==> config.mk <==
export PLATFORM = sky130hd
export DESIGN_NAME = selective_repeat_receive_window
export DESIGN_NICKNAME = d
export VERILOG_FILES = /design/src/design/srrw_pkg.sv /design/src/design/srrw_ram.sv /design/src/design/selective_repeat_receive_window.sv
export VERILOG_INCLUDE_DIRS = /design/src /design/src/design
export SDC_FILE = /design/constraint.sdc
export NUM_CORES = 1
export LEC_CHECK = 0
export BUFFER_PORTS_ARGS = -buffer_cell sky130_fd_sc_hd__buf_2
export CELL_PAD_IN_SITES_DETAIL_PLACEMENT = 1
export CELL_PAD_IN_SITES_GLOBAL_PLACEMENT = 1
export CORE_ASPECT_RATIO = 1.75
export CORE_MARGIN = 5
export CORE_UTILIZATION = 40
export DETAILED_ROUTE_END_ITERATION = 6
export PLACE_DENSITY = 0.69
export SLEW_MARGIN = 10
export SYNTH_ARGS = -nofsm -noshare
export SYNTH_HDL_FRONTEND = slang
export SYNTH_SLANG_ARGS = --single-unit
==> constraint.sdc <==
create_clock -name clk -period 10.6 [get_ports clk]
set_clock_uncertainty 0.1 [all_clocks]
set_input_delay 1.06 -clock clk [delete_from_list [all_inputs] [get_ports clk]]
set_output_delay 1.06 -clock clk [all_outputs]
set_load 0.005 [all_outputs]
==> src/design/selective_repeat_receive_window_assert.svh <==
// Assertion macros for the selective-repeat receive window.
// Used by the top level; expects clk and rst_n in scope.
`ifndef SELECTIVE_REPEAT_RECEIVE_WINDOW_ASSERT_SVH
`define SELECTIVE_REPEAT_RECEIVE_WINDOW_ASSERT_SVH

// Implication checked at each clock edge while out of reset.
`define SRRW_ASSERT_IMP(label, cond, prop, msg) \
    label: assert property (@(posedge clk) disable iff (!rst_n) (cond) |-> (prop)) \
        else $error(msg);

// Implication checked in the cycle after the condition.
`define SRRW_ASSERT_NEXT(label, cond, prop, msg) \
    label: assert property (@(posedge clk) disable iff (!rst_n) (cond) |=> (prop)) \
        else $error(msg);

`endif

==> src/design/srrw_pkg.sv <==
// Shared constants and types for the selective-repeat receive window.
// No dependencies.
package srrw_pkg;

    localparam int WINDOW       = 8;
    localparam int SEQ_BITS     = 16;
    localparam int PAYLOAD_BITS = 32;

    localparam int SEQ_W  = 16;
    localparam int PAY_W  = 32;
    localparam int IDX_BITS = (WINDOW > 1) ? $clog2(WINDOW) : 1;

    localparam logic [63:0] SEQ_MASK64 = (64'd1 << SEQ_BITS) - 64'd1;
    localparam logic [63:0] PAY_MASK64 = (64'd1 << PAYLOAD_BITS) - 64'd1;
    localparam logic [SEQ_W-1:0] SEQ_MASK = SEQ_MASK64[SEQ_W-1:0];
    localparam logic [PAY_W-1:0] PAY_MASK = PAY_MASK64[PAY_W-1:0];

    localparam int SLOT_W = PAY_W + 1;
    localparam int CFG_INDEX_BITS = 1;
    localparam int CFG_DATA_BITS  = 16;

    typedef enum logic [CFG_INDEX_BITS-1:0] {
        REG_START_SEQUENCE = 1'b0,
        REG_ADAPTIVE_MODE  = 1'b1
    } cfg_reg_t;

    typedef enum logic {
        KIND_ACK      = 1'b0,
        KIND_DELIVERY = 1'b1
    } result_kind_t;

endpackage

==> src/design/srrw_ram.sv <==
// Generic single-write, single-read RAM with registered read data.
// No dependencies.
module srrw_ram #(
    parameter int WIDTH = 8,
    parameter int DEPTH = 8,
    localparam int ADDR_BITS = (DEPTH > 1) ? $clog2(DEPTH) : 1
) (
    input  logic                 clk,
    input  logic                 we,
    input  logic [ADDR_BITS-1:0] waddr,
    input  logic [WIDTH-1:0]     wdata,
    input  logic                 re,
    input  logic [ADDR_BITS-1:0] raddr,
    output logic [WIDTH-1:0]     rdata
);

    logic [WIDTH-1:0] mem_reg [DEPTH];
    logic [WIDTH-1:0] rdata_reg;

    always_ff @(posedge clk)
    begin
        if (we)
        begin
            mem_reg[waddr] <= wdata;
        end
        if (re)
        begin
            rdata_reg <= mem_reg[raddr];
        end
    end

    assign rdata = rdata_reg;

endmodule

==> src/design/selective_repeat_receive_window.sv <==
// Selective-repeat receive window: a packet 1..WINDOW ahead of the base is stored in a slot
// RAM (payload and final flag) and acked; when it is the next expected one, consecutive
// received slots are released in order, one per cycle unless the output stalls, from the
// registered RAM read. A packet 0..WINDOW behind the base is acked again, anything else
// dropped, and the release of a final packet ends the transfer until start_sequence is
// rewritten. A packet that releases slots holds the input off after its accept while the
// head slot is read from RAM in ST_READ, then while slots go out one per cycle through the
// single output register unless it stalls. Output stalls hold the input off.
// Depends on srrw_pkg, srrw_ram and selective_repeat_receive_window_assert.svh.
`include "selective_repeat_receive_window_assert.svh"

module selective_repeat_receive_window (
    input  logic                                    clk,
    input  logic                                    rst_n,
    input  logic                                    s_tvalid,
    output logic                                    s_tready,
    input  logic [47:0]                             s_tdata,  // seq_number, payload_word
    input  logic                                    s_tlast,  // final_packet
    input  logic                                    s_tuser,  // timing_sample
    output logic                                    m_tvalid,
    input  logic                                    m_tready,
    output logic [47:0]                             m_tdata,  // result_seq, delivered_payload
    output logic                                    m_tlast,  // run_end
    output logic [2:0]                              m_tuser,  // result_kind, timing_echo,
                                                              // transfer_done
    input  logic                                    cfg_we,
    input  logic [srrw_pkg::CFG_INDEX_BITS-1:0]     cfg_index,
    input  logic [srrw_pkg::CFG_DATA_BITS-1:0]      cfg_data
);

    typedef enum logic [1:0] {
        ST_IDLE,
        ST_READ,
        ST_DELIVER
    } state_t;

    localparam int IB = srrw_pkg::IDX_BITS;
    localparam int W  = srrw_pkg::WINDOW;
    localparam logic [IB:0] WIN_EXT = (IB+1)'(W);
    localparam logic [IB-1:0] LAST_IDX = IB'(W - 1);

    state_t state_reg, state_next;
    logic [srrw_pkg::SEQ_W-1:0] base_reg, base_next;
    logic [IB-1:0]              head_reg, head_next;
    logic [W-1:0]               recv_reg, recv_next;
    logic                       finished_reg, finished_next;
    logic                       adaptive_reg, adaptive_next;

    logic                       out_valid_reg, out_valid_next;
    srrw_pkg::result_kind_t     out_kind_reg, out_kind_next;
    logic [srrw_pkg::SEQ_W-1:0] out_seq_reg, out_seq_next;
    logic                       out_echo_reg, out_echo_next;
    logic [srrw_pkg::PAY_W-1:0] out_pay_reg, out_pay_next;
    logic                       out_done_reg, out_done_next;
    logic                       out_last_reg, out_last_next;

    logic [srrw_pkg::SEQ_W-1:0] seq_in, ahead, behind, ahead_m1, dlv_seq;
    logic [srrw_pkg::PAY_W-1:0] pay_in;
    logic                       in_window, in_order, behind_ok;
    logic [IB:0]                idx_sum;
    logic [IB-1:0]              wr_idx, head_inc;
    logic                       out_free, accept, load_dlv, dlv_last, echo;
    logic [W-1:0]               cleared;

    logic                       ram_we, ram_re;
    logic [IB-1:0]              ram_raddr;
    logic [srrw_pkg::SLOT_W-1:0] ram_wdata, ram_rdata;
    logic                       rd_final;
    logic [srrw_pkg::PAY_W-1:0] rd_pay;

    assign seq_in   = s_tdata[15:0] & srrw_pkg::SEQ_MASK;
    assign pay_in   = s_tdata[47:16] & srrw_pkg::PAY_MASK;
    assign ahead    = (seq_in - base_reg) & srrw_pkg::SEQ_MASK;
    assign behind   = (base_reg - seq_in) & srrw_pkg::SEQ_MASK;
    assign ahead_m1 = ahead - 16'd1;
    assign in_window = (ahead != '0) && ({16'd0, ahead} <= 32'(W));
    assign in_order  = (ahead == 16'd1);
    assign behind_ok = ({16'd0, behind} <= 32'(W));
    assign echo      = s_tuser & adaptive_reg;

    assign idx_sum = {1'b0, head_reg} + {1'b0, ahead_m1[IB-1:0]};
    assign wr_idx  = (idx_sum >= WIN_EXT) ? IB'(idx_sum - WIN_EXT) : idx_sum[IB-1:0];
    assign head_inc = (head_reg == LAST_IDX) ? '0 : head_reg + 1'b1;

    assign out_free = !out_valid_reg || m_tready;
    assign s_tready = (state_reg == ST_IDLE) && out_free;
    assign accept   = s_tvalid && s_tready;

    assign {rd_final, rd_pay} = ram_rdata;
    assign cleared  = recv_reg & ~(W'(1) << head_reg);
    assign load_dlv = (state_reg == ST_DELIVER) && out_free;
    assign dlv_last = rd_final || !cleared[head_inc];
    assign dlv_seq  = (base_reg + 16'd1) & srrw_pkg::SEQ_MASK;

    assign ram_we    = accept && !finished_reg && in_window;
    assign ram_wdata = {s_tlast, pay_in};
    assign ram_re    = (state_reg == ST_READ) || (load_dlv && !dlv_last);
    assign ram_raddr = (state_reg == ST_READ) ? head_reg : head_inc;

    srrw_ram #(
        .WIDTH(srrw_pkg::SLOT_W),
        .DEPTH(W)
    ) u_slot_ram (
        .clk  (clk),
        .we   (ram_we),
        .waddr(wr_idx),
        .wdata(ram_wdata),
        .re   (ram_re),
        .raddr(ram_raddr),
        .rdata(ram_rdata)
    );

    always_comb
    begin
        state_next     = state_reg;
        base_next      = base_reg;
        head_next      = head_reg;
        recv_next      = recv_reg;
        finished_next  = finished_reg;
        adaptive_next  = adaptive_reg;
        out_valid_next = out_valid_reg && !m_tready;
        out_kind_next  = out_kind_reg;
        out_seq_next   = out_seq_reg;
        out_echo_next  = out_echo_reg;
        out_pay_next   = out_pay_reg;
        out_done_next  = out_done_reg;
        out_last_next  = out_last_reg;

        case (state_reg)
            ST_IDLE:
            begin
                if (accept && !finished_reg && (in_window || behind_ok))
                begin
                    out_valid_next = 1'b1;
                    out_kind_next  = srrw_pkg::KIND_ACK;
                    out_seq_next   = seq_in;
                    out_echo_next  = echo;
                    out_pay_next   = '0;
                    out_done_next  = 1'b0;
                    out_last_next  = !(in_window && in_order);
                    if (in_window)
                    begin
                        recv_next[wr_idx] = 1'b1;
                        if (in_order)
                        begin
                            state_next = ST_READ;
                        end
                    end
                end
            end
            ST_READ:
            begin
                state_next = ST_DELIVER;
            end
            ST_DELIVER:
            begin
                if (load_dlv)
                begin
                    out_valid_next = 1'b1;
                    out_kind_next  = srrw_pkg::KIND_DELIVERY;
                    out_seq_next   = dlv_seq;
                    out_echo_next  = 1'b0;
                    out_pay_next   = rd_pay;
                    out_done_next  = rd_final;
                    out_last_next  = dlv_last;
                    recv_next      = cleared;
                    base_next      = dlv_seq;
                    head_next      = head_inc;
                    if (rd_final)
                    begin
                        finished_next = 1'b1;
                    end
                    if (dlv_last)
                    begin
                        state_next = ST_IDLE;
                    end
                end
            end
            default:
            begin
                state_next = ST_IDLE;
            end
        endcase

        if (cfg_we)
        begin
            case (cfg_index)
                srrw_pkg::REG_START_SEQUENCE:
                begin
                    base_next     = cfg_data & srrw_pkg::SEQ_MASK;
                    head_next     = '0;
                    recv_next     = '0;
                    finished_next = 1'b0;
                end
                srrw_pkg::REG_ADAPTIVE_MODE:
                begin
                    adaptive_next = cfg_data[0];
                end
                default:
                begin
                    adaptive_next = adaptive_reg;
                end
            endcase
        end
    end

    always_ff @(posedge clk or negedge rst_n)
    begin
        if (!rst_n)
        begin
            state_reg     <= ST_IDLE;
            base_reg      <= '0;
            head_reg      <= '0;
            recv_reg      <= '0;
            finished_reg  <= 1'b0;
            adaptive_reg  <= 1'b0;
            out_valid_reg <= 1'b0;
        end
        else
        begin
            state_reg     <= state_next;
            base_reg      <= base_next;
            head_reg      <= head_next;
            recv_reg      <= recv_next;
            finished_reg  <= finished_next;
            adaptive_reg  <= adaptive_next;
            out_valid_reg <= out_valid_next;
        end
    end

    always_ff @(posedge clk)
    begin
        out_kind_reg <= out_kind_next;
        out_seq_reg  <= out_seq_next;
        out_echo_reg <= out_echo_next;
        out_pay_reg  <= out_pay_next;
        out_done_reg <= out_done_next;
        out_last_reg <= out_last_next;
    end

    assign m_tvalid = out_valid_reg;
    assign m_tdata  = {out_pay_reg, out_seq_reg};
    assign m_tlast  = out_last_reg;
    assign m_tuser  = {out_done_reg, out_echo_reg, out_kind_reg};

    `SRRW_ASSERT_IMP(a_read_head_valid, state_reg == ST_READ, recv_reg[head_reg],
        "head slot not marked received at read")
    `SRRW_ASSERT_IMP(a_deliver_head_valid, load_dlv, recv_reg[head_reg],
        "delivering a slot that was not received")
    `SRRW_ASSERT_IMP(a_finished_idle, finished_reg, state_reg == ST_IDLE,
        "release continues after transfer end")
    `SRRW_ASSERT_NEXT(a_in_order_reads, accept && !finished_reg && in_window && in_order,
        state_reg == ST_READ, "in-order packet did not start release")

endmodule
==> After elaboration in Yosys (flattened, before gate mapping) <==
Memories as Yosys holds them, arrays and structs flattened. A register that Yosys moved wholly into a read port is not among the register bits.
Index checks and enable logic that the tools add are counted.
W data, S select, Z words.
{ "totals": {"regBits": 84, "ram_bits": 264, "in_bits": 72, "output_inout_bits": 54, "elab_cells": 122, "mem_count": 1} }
{ "op_classes": {"n_addsub": 7, "magnitude_cmp": 6, "n_eq_ne": 9, "shifts": 1, "n_mux": 54, "bitwise_logic": 4, "reduce_logical": 27} }
{ "mem_list": {"columns": ["memory", "depth", "width", "read_ports", "rd_ports_with_merged_regs", "write_ports", "line_no", "rtl"], "rows": [
  ["u_slot_ram.mem_reg", 8, 33, 1, 1, 1, "srrw_ram.sv:17", "logic [WIDTH-1:0] mem_reg [DEPTH];"]
]} }
{ "op_table": {"columns": ["cell", "count"], "rows": [
  ["$mux W16", 6],
  ["$mux W32", 2],
  ["$pmux W32 S2", 1],
  ["$mux W8", 5],
  ["$le A16 B4 Y1 const B", 2],
  ["$pmux W16 S2", 1],
  ["$sub A16 B16 Y16", 2],
  ["$mux W3", 7],
  ["$mux W1", 18],
  ["$add A16 B1 Y16 const B", 1],
  ["$eq A16 B1 Y1 const B", 1],
  ["$pmux W8 S2", 1],
  ["$reduce_bool A16 Y1", 1],
  ["$logic_and A1 B1 Y1", 11],
  ["$mux W2", 5],
  ["$pmux W1 S2", 5],
  ["$and A8 B8 Y8", 1],
  ["$lt A3 B4 Y1 const B", 2],
  ["$ne A2 B2 Y1 const B", 4],
  ["$not A8 Y8", 1],
  ["$or A8 B8 Y8", 1],
  ["$shl A1 B3 Y8 const A", 1],
  ["$logic_not A1 Y1", 6],
  ["$pmux W2 S3", 1],
  ["18 further kinds", 22]
]} }

==> Logic depth before layout (Yosys ltp) <==
{ "depth": {"word_depth": 15, "ltp_mapped": 12, "mapped_depth_nobuf": 12} }

==> Hierarchy <==
A second synthesis with hierarchy kept.
{ "hier_totals": {"cells_unflattened": 1138, "hier_area_um2": 17360.4} }
{ "by_module_without_submodules": {"columns": ["mod", "n_inst", "cells_per_inst", "area_each_um2", "seq_area_each_um2"], "rows": [
  ["srrw_ram", 1, 427, 10970.5, 8918.6],
  ["selective_repeat_receive_window", 1, 711, 6389.9, 2362.3]
]} }

==> Worst setup path before layout <==
OpenSTA, ideal clock, no wires.
{ "synth_path": {"path_kind": "input port to flip-flop", "start": "input port s_tdata[0]", "end": "memory u_slot_ram.mem_reg[1][0] (netlist bit), enable pin", "setup_ps": 464, "arrival_ps": 5520, "required_ps": 10036, "setup_slack_ps": 4516, "stages": 12, "n_path_buf": 1, "path_cell_list": "inv_1 -> ha_1 -> fa_1 -> nor2b_4 -> o22a_2 -> a211oi_2 -> xnor2_1 -> a221o_1 -> nor4b_4 -> nand4b_4 -> buf_6 -> nor3_1"} }
{ "synth_via": {"elab_chain_len": 6, "elab_cells_between_ends": 12, "classes_between": "add/sub: 4; order compare: 2; mux: 3; reduce/logical: 3"} }
{ "synth_rtl": {"columns": ["item", "line_no", "rtl"], "rows": [
  ["start, declared", "selective_repeat_receive_window.sv:17", "input logic [47:0] s_tdata,"],
  ["$sub A16 B16 Y16 (*)", "selective_repeat_receive_window.sv:73", "assign ahead = (seq_in - base_reg) & srrw_pkg::SEQ_MASK;"],
  ["branches (longest 5 deep; another with $add A3 B3 Y4)", null, null],
  ["end, declared", "srrw_ram.sv:17", null]
]} }
Every way passes the cells marked *.

==> Worst setup path in the final report <==
{ "layout_path": {"start": "input port s_tdata[12]", "end": "memory u_slot_ram.mem_reg[0][11] (netlist bit), enable pin"} }
{ "layout_via": {"elab_chain_len": 6, "elab_cells_between_ends": 7, "classes_between": "add/sub: 1; order compare: 1; mux: 2; reduce/logical: 3"} }
{ "layout_rtl": {"columns": ["item", "line_no", "rtl"], "rows": [
  ["$sub A16 B16 Y16 (*)", "selective_repeat_receive_window.sv:73", null],
  ["$le A16 B4 Y1 or $reduce_bool A16 Y1 (tied branches)", "selective_repeat_receive_window.sv:76", "assign in_window = (ahead != '0) && ({16'd0, ahead} <= 32'(W));"],
  ["$logic_and A1 B1 Y1 (*)", "selective_repeat_receive_window.sv:76", null],
  ["$logic_and A1 B1 Y1 (*)", "selective_repeat_receive_window.sv:95", "assign ram_we = accept && !finished_reg && in_window;"],
  ["$mux W1 (*)", "srrw_ram.sv:22", "if (we)"],
  ["$mux W1 (implied by the code) (*)", "srrw_ram.sv:24", "mem_reg[waddr] <= wdata;"]
]} }
Mark *: on every way between the ends. The rest lies on a longest branch, timed or not.

==> out/qor.yml <==
outcome: "finished, final reports clean"
vdd_drop_max_mv: 0.143
fill_cells: 4062
clkTransAtPathRegs_ns: 0.06
multi_input_area_um2: 5070
setup_viol: 0
period_minus_slack_ns: 4.53
grt_pass1_vias: 10300
cp.arrival_ns: 4.61
crit_path_end_kind: "flop"
worst_pin_slew_ns: 1.02
grt.overflow.total: 0
ios: 126
register_area_um2: 11300
ys_warn_count: 0
synth.area.top_cells: "edfxtp_1 (63%), mux4_2 (9.0%), dfrtp_1 (4.8%), ha_1 (3.1%), mux2_2 (2.3%)"
drt-pass1-iter-count: 4
antenna_left: 0
drive_above_1_share_pct: 27.7
grt_max_degree: 67
drt_wl_total_mm: 40.6
clock.fmax_ghz: 0.221
synth_top_area_share_pct: 62.7
cts_setup_buffers: 0
yosysSeqAreaShare_pct: 67.5
timing.final.crit_share_pct: 42.8
slew_violations: 0
cp_max_fo: 33
grtUsageTotal_pct: 17.9
ctsResizeCount: 0
async_flop_share_pct: 8.40
htree_levels: 2
numCtsBuffers: 37
crit_chain: "buf_2, inv_1, ha_1, nand2_1, nor2_1, o31ai_1, a221o_2, a211oi_2, nor4b_4, nand4b_4, nor4_4, buf_4"
place_hpwl_mm: 26.7
placed_cell_area_um2: 17900
core-area_um2: 41500
synthFlopType: "edfxtp_1"
setup.worst_path.start_class: "primary input"
rsz0062_at_grt: "false"
start_util_pct: 40.3
drc_errors: 0
cp_slowest_cell: "buf_4"
avgRoutedWirePerCell_um: 23.3
die-area_um2: 46100
grt_pass1_wl_mm: 62.1
insertion_delay_ns: 0.54
hold_path_class: "flop to flop"
die_y_um: 280
yosysTopAreaCell: "edfxtp_1"
gp_congestion: 0.866
slowest_delay_ns: 0.55
num_vias: 9171
syn_nets: 1144
p_leak_nw: 6.74
synthDistinctLibCells: 70
syn-instance-count: 1029
antenna_found_initial: 2
totalNegativeSetupSlack_ns: 0
synthMostInstantiatedCell: "edfxtp_1"
critPathKind: "primary input to flop"
dieWidth_um: 164
std_cell_rows: 99
critPathRequiredTime_ns: 10.67
cts.sinks: 381
nNetsFinal: 1272
yosys_register_bits: 381
syn_area_per_cell_um2: 16.2
portBuffers: 125
vias_per_cell: 5.27
cellPowerDensity_nw_per_um2: 172
syn_to_final_growth_pct: 14.9
hold_buffers: 0
drt_iter0_drc: 489
root_buffer: "clkbuf_16"
cap_violations: 0
slew_headroom_pct: 31.8
synth_common_cells: "edfxtp_1 (349), nand2_1 (72), mux4_2 (67), inv_1 (46), o21ai_0 (44)"
clk_path_buf_depth: 3
finalHoldViolations: 0
largest_reg_flops: 264
cts_tree: "yes"
synth_edf_count: 349
stdcell_area_um2: 19200
syn-cell-area_um2: 16700
## cell usage in the layout, fill, tap and decap left out, types with 8 or more instances in the layout
master / netlist / routed
a21oi_1: 24 / 22
buf_4: 6 / 13
dfrtp_1: 32 / 32
mux2_2: 34 / 34
inv_1: 46 / 46
and2_1: 34 / 34
edfxtp_1: 349 / 349
a21o_1: 9 / 9
o21ai_0: 44 / 43
nand3_1: 21 / 20
xor2_1: 11 / 11
clkbuf_16: 0 / 38
nor3_1: 16 / 11
nor2_1: 32 / 31
buf_2: 7 / 125
ha_1: 41 / 41
o31ai_1: 8 / 8
nand2_1: 72 / 72
xnor2_1: 37 / 37
mux4_2: 67 / 67
## cells by family (layout without fill, tap and decap cells)
| family | count (synthesis) | after routing | share of synthesized area, % |
|---|---|---|---|
| buffers and inverters | 96 | 252 | 2.70 |
| AOI/OAI and AO/OA | 134 | 134 | 5.32 |
| muxes | 106 | 106 | 11.6 |
| and+or+nand+nor | 221 | 221 | 7.01 |
| DFF | 381 | 381 | 67.5 |
| adders and majority gates | 43 | 43 | 3.31 |
| xor gates and xnor gates | 48 | 48 | 2.52 |
| other | 0 | 1 | 0 |
## report_power, final
| part | internal [W] | switching [W] |
|---|---|---|
| logic | 0.000104 | 0.000182 |
| clock network | 0.000794 | 0.000569 |
| registers | 0.00164 | 0.0000139 |
## per-layer routing
| layer | GRT usage (%) | wire, um | vias up |
|---|---|---|---|
| met5 | 0 | 22 | - |
| met4 | 5.91 | 1190 | 4 |
| met3 | 2.75 | 1570 | 62 |
| met2 | 35.1 | 23100 | 188 |
| met1 | 19.2 | 14700 | 4733 |
| li1 | - | - | 4184 |
## worst max-delay path: cells and delay by family
family / cells / cell delay, ns
fa+ha+maj: 1 / 0.51
buf+inv: 3 / 0.70
simple gates: 5 / 1.56
compound gates: 3 / 0.74
## metrics by stage
| step | setup slack, ns | power (W) | std cells | util (%) | hold slack, ns |
|---|---|---|---|---|---|
| floorplan | 4.52 | 0.00189 | 1029 | - | 0.363 |
| global placement | 5.60 | 0.00197 | 1673 | 43.2 | 0.388 |
| detailed placement | 5.50 | 0.00197 | 1673 | 43.2 | 0.400 |
| CTS | 6.07 | 0.00334 | 1740 | 46.3 | 0.414 |
| global route | 5.87 | 0.00343 | 1740 | 46.3 | 0.432 |
| finish | 6.07 | 0.00331 | 1741 | 46.3 | 0.413 |
## worst paths after layout
check	endpoint	cells past startpoint	start	slack [ns]
min reg2reg	recv_reg[3]	2	recv_reg[3]	0.41
min in group asynchronous	base_reg[3]	1	rst_n	0.57
max reg2reg	u_slot_ram.mem_reg[5][25]	10	base_reg[0]	6.24
max in group asynchronous	base_reg[11]	1	rst_n	9.26
max	u_slot_ram.mem_reg[0][11]	12	s_tdata[12]	6.07
min	recv_reg[3]	2	recv_reg[3]	0.41
## layout make-up
class | instances | share of cell area (%)
antenna | 1 | 0.0130
clock buffer | 46 | 5.16
clock inverter | 21 | 1.35
inverter | 47 | 0.919
multi-input combinational | 552 | 26.4
sequential | 381 | 58.8
tap | 555 | 3.62
timing repair buffer | 138 | 3.77
No activity file was read; power rests on OpenSTA's default activity.
